--- src/hw/rtl/ecgdf_pkg.sv ---
// Shared types and constants for the ECG frame deframer.
package ecgdf_pkg;

  // Default frame geometry.
  localparam int unsigned PayloadBytesDef = 512;
  localparam int unsigned ChannelsDef     = 8;

  // Framing bytes on the link.
  localparam logic [7:0] SyncByte = 8'hFF;
  localparam logic [7:0] DataHdr  = 8'hDA;
  localparam logic [7:0] CmdHdr   = 8'hC0;

  // Result kinds.
  typedef enum logic [1:0] {
    KIND_SAMPLE  = 2'd0,
    KIND_COMMIT  = 2'd1,
    KIND_DISCARD = 2'd2
  } kind_e;

  // Parser state, one-hot.
  typedef enum logic [7:0] {
    ST_SYNC1  = 8'b0000_0001,
    ST_SYNC2  = 8'b0000_0010,
    ST_HEADER = 8'b0000_0100,
    ST_CMD    = 8'b0000_1000,
    ST_DATA   = 8'b0001_0000,
    ST_TRL0   = 8'b0010_0000,
    ST_TRL1   = 8'b0100_0000,
    ST_TRL2   = 8'b1000_0000
  } parse_state_e;

  // One result as produced by the parser for the current byte.
  typedef struct packed {
    logic        valid;
    kind_e       kind;
    logic [2:0]  channel;
    logic [7:0]  sample_index;
    logic [15:0] sample_value;
  } result_t;

endpackage

--- src/hw/rtl/ecgdf_byte_if.sv ---
// Valid/ready channel carrying one received link byte per beat.
interface ecgdf_byte_if;
  logic       valid;
  logic       ready;
  logic [7:0] rx_byte;

  modport source (output valid, output rx_byte, input ready);
  modport sink   (input valid, input rx_byte, output ready);
endinterface

--- src/hw/rtl/ecgdf_result_if.sv ---
// Valid/ready channel carrying one deframer result per beat.
interface ecgdf_result_if;
  logic        valid;
  logic        ready;
  logic [1:0]  kind;
  logic [2:0]  channel;
  logic [7:0]  sample_index;
  logic [15:0] sample_value;

  modport source (output valid, output kind, output channel, output sample_index,
                  output sample_value, input ready);
  modport sink   (input valid, input kind, input channel, input sample_index,
                  input sample_value, output ready);
endinterface

--- src/hw/rtl/ecgdf_parser.sv ---
// Frame parser state machine: sync hunt, header decode, sample assembly, trailer check.
module ecgdf_parser #(
  parameter int unsigned PAYLOAD_BYTES = ecgdf_pkg::PayloadBytesDef,
  parameter int unsigned CHANNELS      = ecgdf_pkg::ChannelsDef
) (
  input  logic                clk_i,
  input  logic                rst_ni,
  input  logic                step_i,
  input  logic [7:0]          rx_byte_i,
  output ecgdf_pkg::result_t  result_o
);

  localparam int unsigned BcW = $clog2(PAYLOAD_BYTES);
  localparam int unsigned ChW = (CHANNELS > 1) ? $clog2(CHANNELS) : 1;
  localparam logic [BcW-1:0] LastByte = BcW'(PAYLOAD_BYTES - 1);
  localparam logic [ChW-1:0] LastChan = ChW'(CHANNELS - 1);

  ecgdf_pkg::parse_state_e state_q, state_d;
  logic [BcW-1:0] count_q, count_d;
  logic [ChW-1:0] chan_q, chan_d;
  logic [7:0]     high_q, high_d;
  logic           bad_q, bad_d;

  logic             is_sync;
  logic             trl_bad;
  logic [BcW+6:0]   idx_ext;
  logic [ChW+2:0]   chan_ext;

  assign is_sync  = (rx_byte_i == ecgdf_pkg::SyncByte);
  assign trl_bad  = bad_q | (rx_byte_i != ecgdf_pkg::DataHdr);
  assign idx_ext  = {8'b0, count_q[BcW-1:1]};
  assign chan_ext = {3'b0, chan_q};

  always_comb begin
    state_d  = state_q;
    count_d  = count_q;
    chan_d   = chan_q;
    high_d   = high_q;
    bad_d    = bad_q;
    result_o = '0;
    result_o.kind = ecgdf_pkg::KIND_SAMPLE;
    unique case (state_q)
      ecgdf_pkg::ST_SYNC1: begin
        if (is_sync) state_d = ecgdf_pkg::ST_SYNC2;
      end
      ecgdf_pkg::ST_SYNC2: begin
        state_d = is_sync ? ecgdf_pkg::ST_HEADER : ecgdf_pkg::ST_SYNC1;
      end
      ecgdf_pkg::ST_HEADER: begin
        if (rx_byte_i == ecgdf_pkg::DataHdr) begin
          state_d = ecgdf_pkg::ST_DATA;
          count_d = '0;
          chan_d  = '0;
        end else if (rx_byte_i == ecgdf_pkg::CmdHdr) begin
          state_d = ecgdf_pkg::ST_CMD;
        end else begin
          state_d = ecgdf_pkg::ST_SYNC1;
        end
      end
      ecgdf_pkg::ST_CMD: begin
        state_d = ecgdf_pkg::ST_SYNC1;
      end
      ecgdf_pkg::ST_DATA: begin
        if (!count_q[0]) begin
          high_d = rx_byte_i;
        end else begin
          result_o.valid        = 1'b1;
          result_o.kind         = ecgdf_pkg::KIND_SAMPLE;
          result_o.channel      = chan_ext[2:0];
          result_o.sample_index = idx_ext[7:0];
          result_o.sample_value = {high_q, rx_byte_i};
          chan_d = (chan_q == LastChan) ? '0 : chan_q + 1'b1;
        end
        if (count_q == LastByte) begin
          state_d = ecgdf_pkg::ST_TRL0;
          bad_d   = 1'b0;
          count_d = '0;
        end else begin
          count_d = count_q + 1'b1;
        end
      end
      ecgdf_pkg::ST_TRL0: begin
        bad_d   = !is_sync;
        state_d = ecgdf_pkg::ST_TRL1;
      end
      ecgdf_pkg::ST_TRL1: begin
        bad_d   = bad_q | !is_sync;
        state_d = ecgdf_pkg::ST_TRL2;
      end
      ecgdf_pkg::ST_TRL2: begin
        // A good trailer is also the header of the next data frame.
        result_o.valid = 1'b1;
        result_o.kind  = trl_bad ? ecgdf_pkg::KIND_DISCARD : ecgdf_pkg::KIND_COMMIT;
        state_d = trl_bad ? ecgdf_pkg::ST_SYNC1 : ecgdf_pkg::ST_DATA;
        count_d = '0;
        chan_d  = '0;
        bad_d   = 1'b0;
      end
      default: begin
        state_d = ecgdf_pkg::ST_SYNC1;
      end
    endcase
  end

  always_ff @(posedge clk_i or negedge rst_ni) begin
    if (!rst_ni) begin
      state_q <= ecgdf_pkg::ST_SYNC1;
      count_q <= '0;
      chan_q  <= '0;
      high_q  <= '0;
      bad_q   <= 1'b0;
    end else if (step_i) begin
      state_q <= state_d;
      count_q <= count_d;
      chan_q  <= chan_d;
      high_q  <= high_d;
      bad_q   <= bad_d;
    end
  end

endmodule

--- src/hw/rtl/ecg_frame_deframer.sv ---
// Top level of the ECG frame deframer: input register, parser and result register.
//
// The deframer takes one link byte per beat on rx_i and produces zero or one
// result beat on res_o for each byte. It hunts for the sync pair FF FF, then
// reads a header byte: DA opens a data frame, C0 opens a command frame whose
// single body byte is skipped, and anything else restarts the hunt. A data
// frame carries PAYLOAD_BYTES payload bytes that pair up into big-endian
// 16-bit samples; each sample leaves as a beat of kind 0 as soon as its low
// byte arrives, tagged with its index in the frame and its channel (index
// modulo CHANNELS, both truncated to the field widths). The frame ends in a
// three-byte trailer FF FF DA; its last byte yields a status beat of kind 1
// (commit) when the trailer matched or kind 2 (discard) when it did not. A
// good trailer doubles as the header of the next data frame, while a bad one
// sends the parser back to the sync hunt. Samples of a frame are released
// before its trailer is checked, so a consumer should hold them until the
// status beat arrives. The block sustains one byte per clock cycle while res_o
// keeps taking results: a byte sits in the input register, the parser decodes
// it in one pass of logic, and the result lands in the output register, from
// which res_o offers it. While a finished result waits for res_o.ready, the
// input register can still take one more byte; back-pressure only reaches
// rx_i once both registers are full.
module ecg_frame_deframer #(
  parameter int unsigned PAYLOAD_BYTES = ecgdf_pkg::PayloadBytesDef,
  parameter int unsigned CHANNELS      = ecgdf_pkg::ChannelsDef
) (
  input  logic           clk_i,
  input  logic           rst_ni,
  ecgdf_byte_if.sink     rx_i,
  ecgdf_result_if.source res_o
);

  // Input register stage.
  logic       in_valid_q;
  logic [7:0] in_byte_q;

  // Result register stage.
  logic               out_valid_q;
  ecgdf_pkg::result_t out_q;

  ecgdf_pkg::result_t parsed;
  logic               advance;

  // The byte in the input register moves on when the result register is
  // free or is being emptied in this cycle.
  assign advance    = in_valid_q && (!out_valid_q || res_o.ready);
  assign rx_i.ready = !in_valid_q || advance;

  always_ff @(posedge clk_i or negedge rst_ni) begin
    if (!rst_ni) begin
      in_valid_q <= 1'b0;
    end else if (rx_i.ready) begin
      in_valid_q <= rx_i.valid;
    end
  end

  always_ff @(posedge clk_i) begin
    if (rx_i.valid && rx_i.ready) begin
      in_byte_q <= rx_i.rx_byte;
    end
  end

  ecgdf_parser #(
    .PAYLOAD_BYTES(PAYLOAD_BYTES),
    .CHANNELS     (CHANNELS)
  ) u_parser (
    .clk_i    (clk_i),
    .rst_ni   (rst_ni),
    .step_i   (advance),
    .rx_byte_i(in_byte_q),
    .result_o (parsed)
  );

  // A byte that causes no result advances under the same condition as any other,
  // and leaves the result register to drain.
  always_ff @(posedge clk_i or negedge rst_ni) begin
    if (!rst_ni) begin
      out_valid_q <= 1'b0;
    end else if (advance && parsed.valid) begin
      out_valid_q <= 1'b1;
    end else if (res_o.ready) begin
      out_valid_q <= 1'b0;
    end
  end

  always_ff @(posedge clk_i) begin
    if (advance && parsed.valid) begin
      out_q <= parsed;
    end
  end

  assign res_o.valid        = out_valid_q;
  assign res_o.kind         = out_q.kind;
  assign res_o.channel      = out_q.channel;
  assign res_o.sample_index = out_q.sample_index;
  assign res_o.sample_value = out_q.sample_value;

endmodule

--- src/flat_wrapper.sv ---
// flat-port wrapper written by rule: the top's interface ports become plain ports
module ecg_frame_deframer_flat 
#(
  parameter int unsigned PAYLOAD_BYTES = ecgdf_pkg::PayloadBytesDef,
  parameter int unsigned CHANNELS      = ecgdf_pkg::ChannelsDef
)
  (clk_i, rst_ni, rx_i_valid, rx_i_rx_byte, rx_i_ready, res_o_valid, res_o_kind, res_o_channel, res_o_sample_index, res_o_sample_value, res_o_ready);
  ecgdf_byte_if rx_i_i ();
  ecgdf_result_if res_o_i ();
  input  logic clk_i;
  input  logic rst_ni;
  input wire logic [$bits(rx_i_i.valid)-1:0] rx_i_valid;
  input wire logic [$bits(rx_i_i.rx_byte)-1:0] rx_i_rx_byte;
  output wire logic [$bits(rx_i_i.ready)-1:0] rx_i_ready;
  output wire logic [$bits(res_o_i.valid)-1:0] res_o_valid;
  output wire logic [$bits(res_o_i.kind)-1:0] res_o_kind;
  output wire logic [$bits(res_o_i.channel)-1:0] res_o_channel;
  output wire logic [$bits(res_o_i.sample_index)-1:0] res_o_sample_index;
  output wire logic [$bits(res_o_i.sample_value)-1:0] res_o_sample_value;
  input wire logic [$bits(res_o_i.ready)-1:0] res_o_ready;
  assign rx_i_i.valid = rx_i_valid;
  assign rx_i_i.rx_byte = rx_i_rx_byte;
  assign rx_i_ready = rx_i_i.ready;
  assign res_o_valid = res_o_i.valid;
  assign res_o_kind = res_o_i.kind;
  assign res_o_channel = res_o_i.channel;
  assign res_o_sample_index = res_o_i.sample_index;
  assign res_o_sample_value = res_o_i.sample_value;
  assign res_o_i.ready = res_o_ready;
  ecg_frame_deframer #(.PAYLOAD_BYTES(PAYLOAD_BYTES), .CHANNELS(CHANNELS)) u_core (.clk_i(clk_i), .rst_ni(rst_ni), .rx_i(rx_i_i), .res_o(res_o_i));
endmodule
--- config.mk ---
export PLATFORM = sky130hd
export DESIGN_NAME = ecg_frame_deframer_flat
export DESIGN_NICKNAME = d
export VERILOG_FILES = /design/src/hw/rtl/ecgdf_pkg.sv /design/src/hw/rtl/ecgdf_byte_if.sv /design/src/hw/rtl/ecgdf_result_if.sv /design/src/hw/rtl/ecgdf_parser.sv /design/src/hw/rtl/ecg_frame_deframer.sv /design/src/flat_wrapper.sv
export SDC_FILE = /design/constraint.sdc
export NUM_CORES = 1
export LEC_CHECK = 0
export BUFFER_PORTS_ARGS = -buffer_cell sky130_fd_sc_hd__buf_4
export CORE_UTILIZATION = 56
export CTS_BUF_LIST = sky130_fd_sc_hd__clkbuf_8
export CTS_CLUSTER_DIAMETER = 80
export DETAILED_ROUTE_END_ITERATION = 12
export GPL_TIMING_DRIVEN = 0
export HOLD_SLACK_MARGIN = 0.06
export PLACE_DENSITY = 0.88
export SLEW_MARGIN = 20
export SYNTH_ARGS = -nofsm -noshare
export SYNTH_HDL_FRONTEND = slang
export SYNTH_SLANG_ARGS = --single-unit
--- constraint.sdc ---
create_clock -name clk_i -period 3.9 [get_ports clk_i]
set_input_delay 0.39 -clock clk_i [delete_from_list [all_inputs] [get_ports clk_i]]
set_output_delay 0.39 -clock clk_i [all_outputs]
set_load 0.05 [all_outputs]
# After elaboration in Yosys (flattened, before gate mapping)
# Index checks and enable logic that the tools add are counted.
totals:
  reg_bits: 68
  inputBits: 12
  out_inout_bits: 31
  wordCells: 72
op_classes:
  addsub: 2
  n_eq_ne: 17
  n_mux: 21
  bitwise_logic: 3
  reduce_logical: 17
op_table:
  columns: ["operator", "count"]
  rows:
  - ["$pmux 8 s7", 1]
  - ["$eq 8x8->1 const B", 4]
  - ["$mux 30", 1]
  - ["$pmux 9 s3", 1]
  - ["$mux 9", 2]
  - ["$mux 8", 2]
  - ["$mux 3", 4]
  - ["$reduce_and 3->1", 4]
  - ["$mux 5", 2]
  - ["$add 9x1->9 const B", 1]
  - ["$eq 9x9->1 const B", 1]
  - ["$pmux 3 s3", 1]
  - ["$eq 8x1->1 const B", 1]
  - ["$eq 8x2->1 const B", 1]
  - ["$eq 8x3->1 const B", 1]
  - ["$eq 8x5->1 const B", 1]
  - ["$eq 8x6->1 const B", 1]
  - ["$eq 8x7->1 const B", 1]
  - ["$ne 2x2->1 const B", 4]
  - ["$ne 8x8->1 const B", 1]
  - ["$pmux 3 s2", 1]
  - ["$mux 4", 1]
  - ["$pmux 1 s4", 1]
  - ["$reduce_and 4->1", 1]
  - ["13 further kinds", 21]

# Depth between registers and ports, before layout
# Gate-level depths: netlist (run 1).
depth:
  depth_word: 6
  ltp_mapped: 9
  mapped_depth_nobuf: 9

# Cells and area by module
# A second synthesis (run 1) with hierarchy kept.
unflattened:
  cells_unflattened: 263
  hier_area_um2: 3126.7
by_module_without_submodules:
  columns: ["mod", "n_inst", "cells_per_inst", "area_each_um2", "seq_area_each_um2"]
  rows:
  - ["ecgdf_parser", 1, 216, 1906.8, 726.9]
  - ["ecg_frame_deframer", 1, 47, 1219.9, 1161.1]

# Least setup slack after synthesis (run 1)
# No wires, ideal clock.
synth_path:
  kind: "reg2reg"
  startpoint: "register u_core.u_parser.state_q[6]"
  endpoint: "register u_core.out_q (netlist bit u_core.res_o.channel[0]), enable pin"
  setup_time_ns: 0.415
  arrival_time_ns: 2.445
  t_required_ns: 3.485
  path_slack_ns: 1.040
  path_stages_with_launch: 6
  path_buffers: 0
  synth_period_minus_slack_ns: 2.860
  cell_sequence: "dfrtp_1 -> nor4_1 -> nand4b_1 -> inv_1 -> nor2_1 -> nor2_1"
synth_between:
  elab_chain_len: 3
  elab_cells_between_ends: 4
  classes_between: "2 x eq/ne; 1 x mux; 1 x reduce/logical"
synth_rtl:
  columns: ["element", "line", "source"]
  rows:
  - ["start, declared", "ecgdf_parser.sv:18", "ecgdf_pkg::parse_state_e state_q, state_d;"]
  - ["start signal, assigned", "ecgdf_parser.sv:107", "state_q <= ecgdf_pkg::ST_SYNC1;"]
  - ["start signal, assigned", "ecgdf_parser.sv:113", "state_q <= state_d;"]
  - ["$eq 8x8->1 / $eq 8x5->1 (equally long branches)", "ecgdf_parser.sv:42", "unique case (state_q)"]
  - ["$pmux 3 s2 (*)", "ecgdf_parser.sv:42", null]
  - ["$logic_and 1x1->1 (*)", "ecg_frame_deframer.sv:86", "if (advance && parsed.valid) begin"]
  - ["end signal, assigned", "ecg_frame_deframer.sv:87", "out_q <= parsed;"]
  - ["end, declared", "ecg_frame_deframer.sv:38", "ecgdf_pkg::result_t out_q;"]
# Mark *: on every way between the ends. The rest lies on a longest branch, timed or not.
# A chain may end at the register's enable or synchronous reset.

# Worst setup path after layout (run 1)
layout_path:
  startpoint: "register u_core.u_parser.count_q[1]"
  endpoint: "register u_core.u_parser.state_q[0]"
layout_between:
  elab_chain_len: 3
layout_rtl:
  columns: ["element", "line", "source"]
  rows:
  - ["start, declared", "ecgdf_parser.sv:19", "logic [BcW-1:0] count_q, count_d;"]
  - ["start signal, assigned", "ecgdf_parser.sv:114", "count_q <= count_d;"]
  - ["$eq 9x9->1", "ecgdf_parser.sv:74", "if (count_q == LastByte) begin"]
  - ["$ne 2x2->1 (no source line)", null, null]
  - ["$reduce_and 3->1 (no source line)", null, null]
# No other way between the ends.

==> results of run 1 <==
-- per-stage QoR --
step	worst slack, ps	instance area (um^2)	hold WS (ps)	power (mW)	util
3_5_place_dp	1340	3520	353	0.850	0.673
2_1_floorplan	1040	3110	94.4	0.823	-
4_1_cts	1280	3750	209	1.47	0.716
5_1_grt	994	3750	211	1.50	0.716
3_3_place_gp	494	3520	350	0.848	0.671
6_report	1230	3750	215	1.46	0.716
-- logic make-up after synthesis --
kind of cell / count (synthesis)
AOI/OAI and AO/OA: 52
xor gates and xnor gates: 1
adders and majority gates: 4
buffers and inverters: 16
DFF: 68
muxes: 8
and+or+nand+nor: 115
-- state kept, by name, summed over array words and instances (netlist names), 2 cells and up --
register                   count
u_core.u_parser.high_q         8
u_core.u_parser.chan_q         3
u_core.res_o.channel           3
u_core.u_parser.count_q        9
u_core.res_o.sample_value     16
u_core.in_byte_q               8
u_core.u_parser.state_q        8
u_core.res_o.kind              2
u_core.res_o.sample_index      8
-- worst max-delay path by stage --
stage	startpoint	to	cells after the start	slack [ps]
CTS	u_core.u_parser.count_q[1]	u_core.u_parser.state_q[0]	9	1280
finish	u_core.u_parser.count_q[1]	u_core.u_parser.state_q[0]	9	1230
floorplan	u_core.u_parser.state_q[6]	u_core.res_o.channel[0]	5	1040
global route	u_core.u_parser.state_q[6]	u_core.res_o.sample_index[5]	5	990
detailed placement	u_core.u_parser.count_q[1]	u_core.u_parser.state_q[0]	9	1340
global placement	u_core.u_parser.state_q[6]	u_core.res_o.sample_index[2]	5	490
-- layout make-up --
class,instances,share of cell area
Multi-Input combinational cell,180,0.310
Tap cell,70,0.0234
Sequential cell,68,0.504
Inverter,3,0.00300
Clock buffer,9,0.0330
Clock inverter,7,0.0244
Timing Repair Buffer,43,0.0868
Buffer,13,0.0154
-- placed cells by master, fill, tap and decap left out, drive strengths merged, types with 3 or more instances in the layout --
cell,netlist,routed
edfxtp,37,37
o21ai,15,15
nand3,7,7
or4,3,3
mux2,8,8
and2,5,5
a21oi,12,12
nand2b,9,9
o31ai,8,8
and3,28,28
nand2,18,18
o2bb2ai,5,5
clkbuf,11,20
nor4,4,4
nand4b,5,5
nor2,13,13
nor3,6,6
dfrtp,30,30
inv,3,5
nor2b,7,7
buf,2,44
a31oi,4,4
ha,4,4
-- power by group --
part | internal [mW] | total [mW] | switching, mW
Clock | 0.357 | 0.627 | 0.270
Combinational | 0.0273 | 0.0664 | 0.0390
Sequential | 0.763 | 0.771 | 0.00791
-- per-layer routing --
layer	global-route usage	wire (um)
met2	0.390	3240
met5	0	0
met1	0.293	2630
met3	0.0407	456
met4	0.121	115
-- repair_timing --
| item | CTS | global route |
|---|---|---|
| resized for setup | 0 | 0 |
| hold buffers | 1 | 0 |
| endpoints found under the hold margin | 30 | 0 |
==> out/summary.md, run 1 <==
- combined area of the multi-input logic cells: 1160 um^2
- initial antenna violation count: 0
- Final nets: 334
- site row count: 26
- Arr. time, crit path: 2920 ps
- count of mapped cells out of synthesis: 264
- kind of start point of the critical path: flip-flop
- number of storage elements in the synthesis netlist: 68
- CP required: 4160 ps
- Post-CTS Setup Inserts: 0
- final antenna diode count: 0
- Slew headroom: 0.503
- area taken by flip-flops and latches: 1890 um^2
- DIE AREA: 5860 um^2
- main combinational cell family by area after synthesis: simple AND/OR/NAND/NOR gates
- Worst Clk Skew: 9.71 ps
- count of fill cells added during filler insertion: 348
- first-pass GRT wire length: 10,500 um
- fraction of layout cells with a size suffix above 1: 0.229
- total negative slack: 0 ps
- cell count of the worst hold path: 1
- sum of routed wire length over all layers: 6450 um
- buffers plus inverters on the worst setup path: 0
- number of placed instances, taps included: 376
- Period minus WS final: 2670 ps
- number of cell instances on the worst register-to-register path: 9
- TritonCTS clock tree: done
- status: complete, no violations
- max-cap viol count: 0
- via count of the routed design: 2,320
- worst hold path type: in2reg
- Critical R2R Launch: u_core.u_parser.count_q[1]
- per-instance average area after synthesis: 11.8 um^2
- Clock Sink Count: 68
- count of final hold-check violations: 0
- count of boundary I/O pins: 43
- post-synthesis compound-gate area fraction: 0.110
- maximum number of pins on one net before global-route repair: 32
- fraction of synthesis flops using an asynchronous set or reset pin: 0.456
- synthesized-area fraction occupied by adder cells: 0.0161
- power density normalized to cell area: 391 nW/um^2
- total of warnings raised by yosys: 0
- R2R Setup Slk: 1230 ps
- number of nets produced by synthesis: 280
- final cell count without fillers: 393
- critical path, cell by cell: ha_1 > nand3_1 > or2_2 > nor2_1 > ha_1 > nand3b_1 > o211ai_1 > a31oi_1 > a31oi_1
- setup-violating endpoint count in the final report: 0
- drt pass-1 iters: 4
- clock latency of the later-clocked register in the worst-skew pair: 350 ps
- initial standard-cell utilization of the core: 0.594
- Vias per Instance: 5.90
- XOR/XNOR Fraction of Synth Area: 0.00281
- f_max: 375 MHz
- prevailing post-synth register cell: sky130_fd_sc_hd__edfxtp_1
- vias in the first global route: 2,205
- Hold Crit Endpoint: u_core.in_byte_q[0]
- synthesized area: 3110 um^2
- library cells used by synthesis: 43
- capture point of the worst reg-to-reg path: u_core.u_parser.state_q[0]
- number of buffers added by the clock tree synthesis step: 9
- routed length per instance: 16.4 um
- number of levels in the clock H-tree: 3
- Setup crit end kind: flip-flop
- top cell type by total area after synthesis: sky130_fd_sc_hd__edfxtp_1
- placeable core area: 5240 um^2
- floorplan die height: 76.6 um
- leak pwr: 1.72 nW
- clock buffer depth: 2
- routability congestion estimate: 0.882
- multiplexer fraction of the synthesized cell area: 0.0289
- cell family with most CP delay: simple AND/OR/NAND/NOR gates
- Worst path max stage delay: 410 ps
- most numerous cell in the Yosys netlist: sky130_fd_sc_hd__edfxtp_1
- clock transition at the registers of the reported paths: 70 ps
- cell with the biggest individual delay on the critical path: sky130_fd_sc_hd__dfrtp_1
- most used standard cells in the synthesized netlist: sky130_fd_sc_hd__edfxtp_1 (37), sky130_fd_sc_hd__dfrtp_1 (30), sky130_fd_sc_hd__and3_1 (28)
- cells taking the most area after synthesis: sky130_fd_sc_hd__edfxtp_1 (36%), sky130_fd_sc_hd__dfrtp_1 (24%), sky130_fd_sc_hd__and3_1 (5.6%), sky130_fd_sc_hd__mux2_2 (2.9%), sky130_fd_sc_hd__o21ai_0 (2.3%)
- global route overflow: 0
- maximum fanout encountered on the critical timing path: 10
- Slew Limit Fails: 0
- total of buffers placed on input and output ports: 42
- IR Drop Worst-Case VDD: 0.428 mV
- share of the synthesized area in the top cell type: 0.357
- number of remaining DRC errors: 0
- placed wire-length estimate after detailed placement: 4410 um
- Final ANT Viol Nets: 0
- root buffer selected by CTS: sky130_fd_sc_hd__clkbuf_8
- Post-Synth Simple-Gate Area: 0.213
- Hold Path Origin: rx_i_rx_byte[0]
- EDFF count, synth: 37
- violation count after the first detailed-route iteration: 198
- Critical Setup Path Class: reg2reg
- setup repair after global routing missed its margin: no
- worst slew pin tran: 744 ps
- portion of the post-synthesis area used by sequential elements: 0.607
- Die Wd: 76.6 um
- final critical-path share of the clock period: 0.683
- all-layer global routing usage: 0.234
- Area Overhead vs Synth: 20.4%
No activity file was read; power rests on OpenSTA's default activity.
==> run 2: changes to the inputs <==
- clock period: 3.9 -> 2.69 ns (I/O delays scaled with it)
==> run 2 against run 1 <==
Die area is the same. Register-to-register slack got worse by 1000 ps. Utilization is essentially flat. Final cell count is 0.51% higher. Cell area barely moved. Global-route usage increased by 1.1 points. Sequential power increased by 45%. Critical path depth unchanged. Fmax up 7.6%. Critical endpoint unchanged. Largest power group unchanged. Highest routed layer unchanged.
==> out/summary.md, run 2 (synthesized netlist as in run 1, its figures left out) <==
- vias in the first global route: 2,234
- part of the power in registers: 0.550
- number of remaining DRC errors: 0
- f_max: 404 MHz
- count of final hold-check violations: 0
- net switching power of the design: 0.464 mW
- commonest non-fill, non-tap cells in the layout: sky130_fd_sc_hd__buf_4 (43), sky130_fd_sc_hd__edfxtp_1 (37), sky130_fd_sc_hd__dfrtp_1 (30), sky130_fd_sc_hd__and3_1 (28), sky130_fd_sc_hd__nand2_1 (18)
- Worst Clk Skew: 7.57 ps
- Period minus WS final: 2480 ps
- violation count after the first detailed-route iteration: 260
- end point of the critical path: u_core.u_parser.state_q[0]
- internal power: 1.57 mW
- clock buffer depth: 2
- Vias per Instance: 6.13
- Area Overhead vs Synth: 20.5%
- count of boundary I/O pins: 43
- all-layer global routing usage: 0.245
- global route overflow: 0
- critical path, cell by cell: ha_1 > nand3_1 > or2_2 > nor2_1 > ha_1 > nand3b_1 > o211ai_1 > a31oi_1 > a31oi_1
- drt pass-1 iters: 5
- total negative slack: 0 ps
- core utilization of the finished layout: 0.716
- Critical Setup Path Class: reg2reg
- number of levels in the clock H-tree: 3
- final critical-path share of the clock period: 0.921
- Final nets: 336
- setup repair after global routing missed its margin: no
- initial standard-cell utilization of the core: 0.594
- Slew Limit Fails: 0
- placeable core area: 5240 um^2
- Worst path max stage delay: 400 ps
- placed wire-length estimate after detailed placement: 4440 um
- CP Depth: 9
- IR Drop Worst-Case VDD: 0.414 mV
- power density normalized to cell area: 542 nW/um^2
- Setup crit end kind: flip-flop
- clock transition at the registers of the reported paths: 70 ps
- first-pass GRT wire length: 10,900 um
- kind of start point of the critical path: flip-flop
- site row count: 26
- max-cap viol count: 0
- clock share of power: 0.401
- Critical R2R Launch: u_core.u_parser.count_q[1]
- setup-violating endpoint count in the final report: 0
- worst hold path type: in2reg
- worst slew pin tran: 733 ps
- status: complete, no violations
- number of buffers added by the clock tree synthesis step: 9
- initial antenna violation count: 0
- root buffer selected by CTS: sky130_fd_sc_hd__clkbuf_8
- leading cell type in the layout, fill and taps excluded: sky130_fd_sc_hd__buf_4
- R2R Setup Slk: 210 ps
- Arr. time, crit path: 2740 ps
- Slew headroom: 0.509
- TritonCTS clock tree: done
- leak pwr: 1.72 nW
- combinational fraction of design power: 0.049
- maximum fanout encountered on the critical timing path: 10
- buffers plus inverters on the worst setup path: 0
- floorplan die height: 76.6 um
- clock latency of the later-clocked register in the worst-skew pair: 350 ps
- Clock Sink Count: 68
- routed length per instance: 17.4 um
- placement-stage cell area: 3520 um^2
- overall power consumption: 2.03 mW
- cell count of the worst hold path: 1
- final antenna diode count: 0
- cell family with most CP delay: simple AND/OR/NAND/NOR gates
- sum of routed wire length over all layers: 6860 um
- routability congestion estimate: 0.862
- worst slack on hold paths: 92.7 ps
- Sw Share: 0.228
- final design area excluding fillers: 3750 um^2
- Largest register FFs: 16
- number of cell instances on the worst register-to-register path: 9
- cell with the biggest individual delay on the critical path: sky130_fd_sc_hd__dfrtp_1
- via count of the routed design: 2,421
- maximum number of pins on one net before global-route repair: 32
- CP required: 2950 ps
- total of buffers placed on input and output ports: 42
- fraction of layout cells with a size suffix above 1: 0.237
- Final ANT Viol Nets: 0
- startpoint of the worst setup timing path: u_core.u_parser.count_q[1]
- DIE AREA: 5860 um^2
- Die Wd: 76.6 um
- capture point of the worst reg-to-reg path: u_core.u_parser.state_q[0]
-- run 2: cell count changes in the layout (fill, tap and decap cells not counted) --
cell | previous run | this run
sky130_fd_sc_hd__nor4_2 | 0 | 1
sky130_fd_sc_hd__clkinvlp_4 | 2 | 1
sky130_fd_sc_hd__bufinv_16 | 2 | 1
sky130_fd_sc_hd__nor2_4 | 1 | 2
sky130_fd_sc_hd__clkinv_1 | 1 | 2
sky130_fd_sc_hd__inv_1 | 4 | 3
sky130_fd_sc_hd__inv_6 | 1 | 0
sky130_fd_sc_hd__clkinv_2 | 0 | 1
sky130_fd_sc_hd__clkinv_4 | 0 | 2
sky130_fd_sc_hd__buf_4 | 42 | 43
sky130_fd_sc_hd__nor4_1 | 4 | 3
-- run 2: power by group through the flow --
stage / clock [mW] / combinational [mW] / sequential, mW
3_5_place_dp: 0 / 0.0919 / 1.14
6_report: 0.815 / 0.0996 / 1.12
4_1_cts: 0.823 / 0.0956 / 1.12
3_3_place_gp: 0 / 0.0906 / 1.14
2_1_floorplan: 0 / 0.0583 / 1.13
5_1_grt: 0.872 / 0.108 / 1.12
-- run 2: cell type report --
cell class / instances / area, um^2
sequential: 68 / 1890
timing repair buffer: 44 / 333
fill: 348 / 1490
tap: 70 / 87.6
buffer: 13 / 57.6
clock buffer: 9 / 124
clock inverter: 7 / 67.6
multi-input combinational: 181 / 1180
inverter: 3 / 11.3
-- run 2: per-layer routing --
layer,wire (um),global-route usage
met1,2810,0.318
met2,3360,0.400
met3,510,0.0527
met4,173,0.104
met5,0,0
-- run 2: through the flow --
stage	instances	setup WS, ps
after global routing	395	97.0
final	395	212
after detailed placement	376	156
after CTS	393	19.5
after floorplan	264	321
after global placement	376	-84.0
-- run 2: worst min-delay path by stage --
stage	start	slack, ps	end
final	rx_i_rx_byte[5]	90	u_core.in_byte_q[5]
after global routing	rx_i_rx_byte[3]	80	u_core.in_byte_q[3]
after CTS	rx_i_rx_byte[2]	80	u_core.in_byte_q[2]
after detailed placement	rst_ni	230	u_core.in_valid_q
after global placement	rst_ni	230	u_core.in_valid_q
after floorplan	rst_ni	-30	u_core.in_valid_q
-- run 2: timing repair --
item / CTS / global route
hold endpoints to repair: 30 / 0
setup endpoints to repair: 0 / 34
hold buffers: 1 / 0
buffers inserted: 0 / 1
resized for setup: 0 / 2
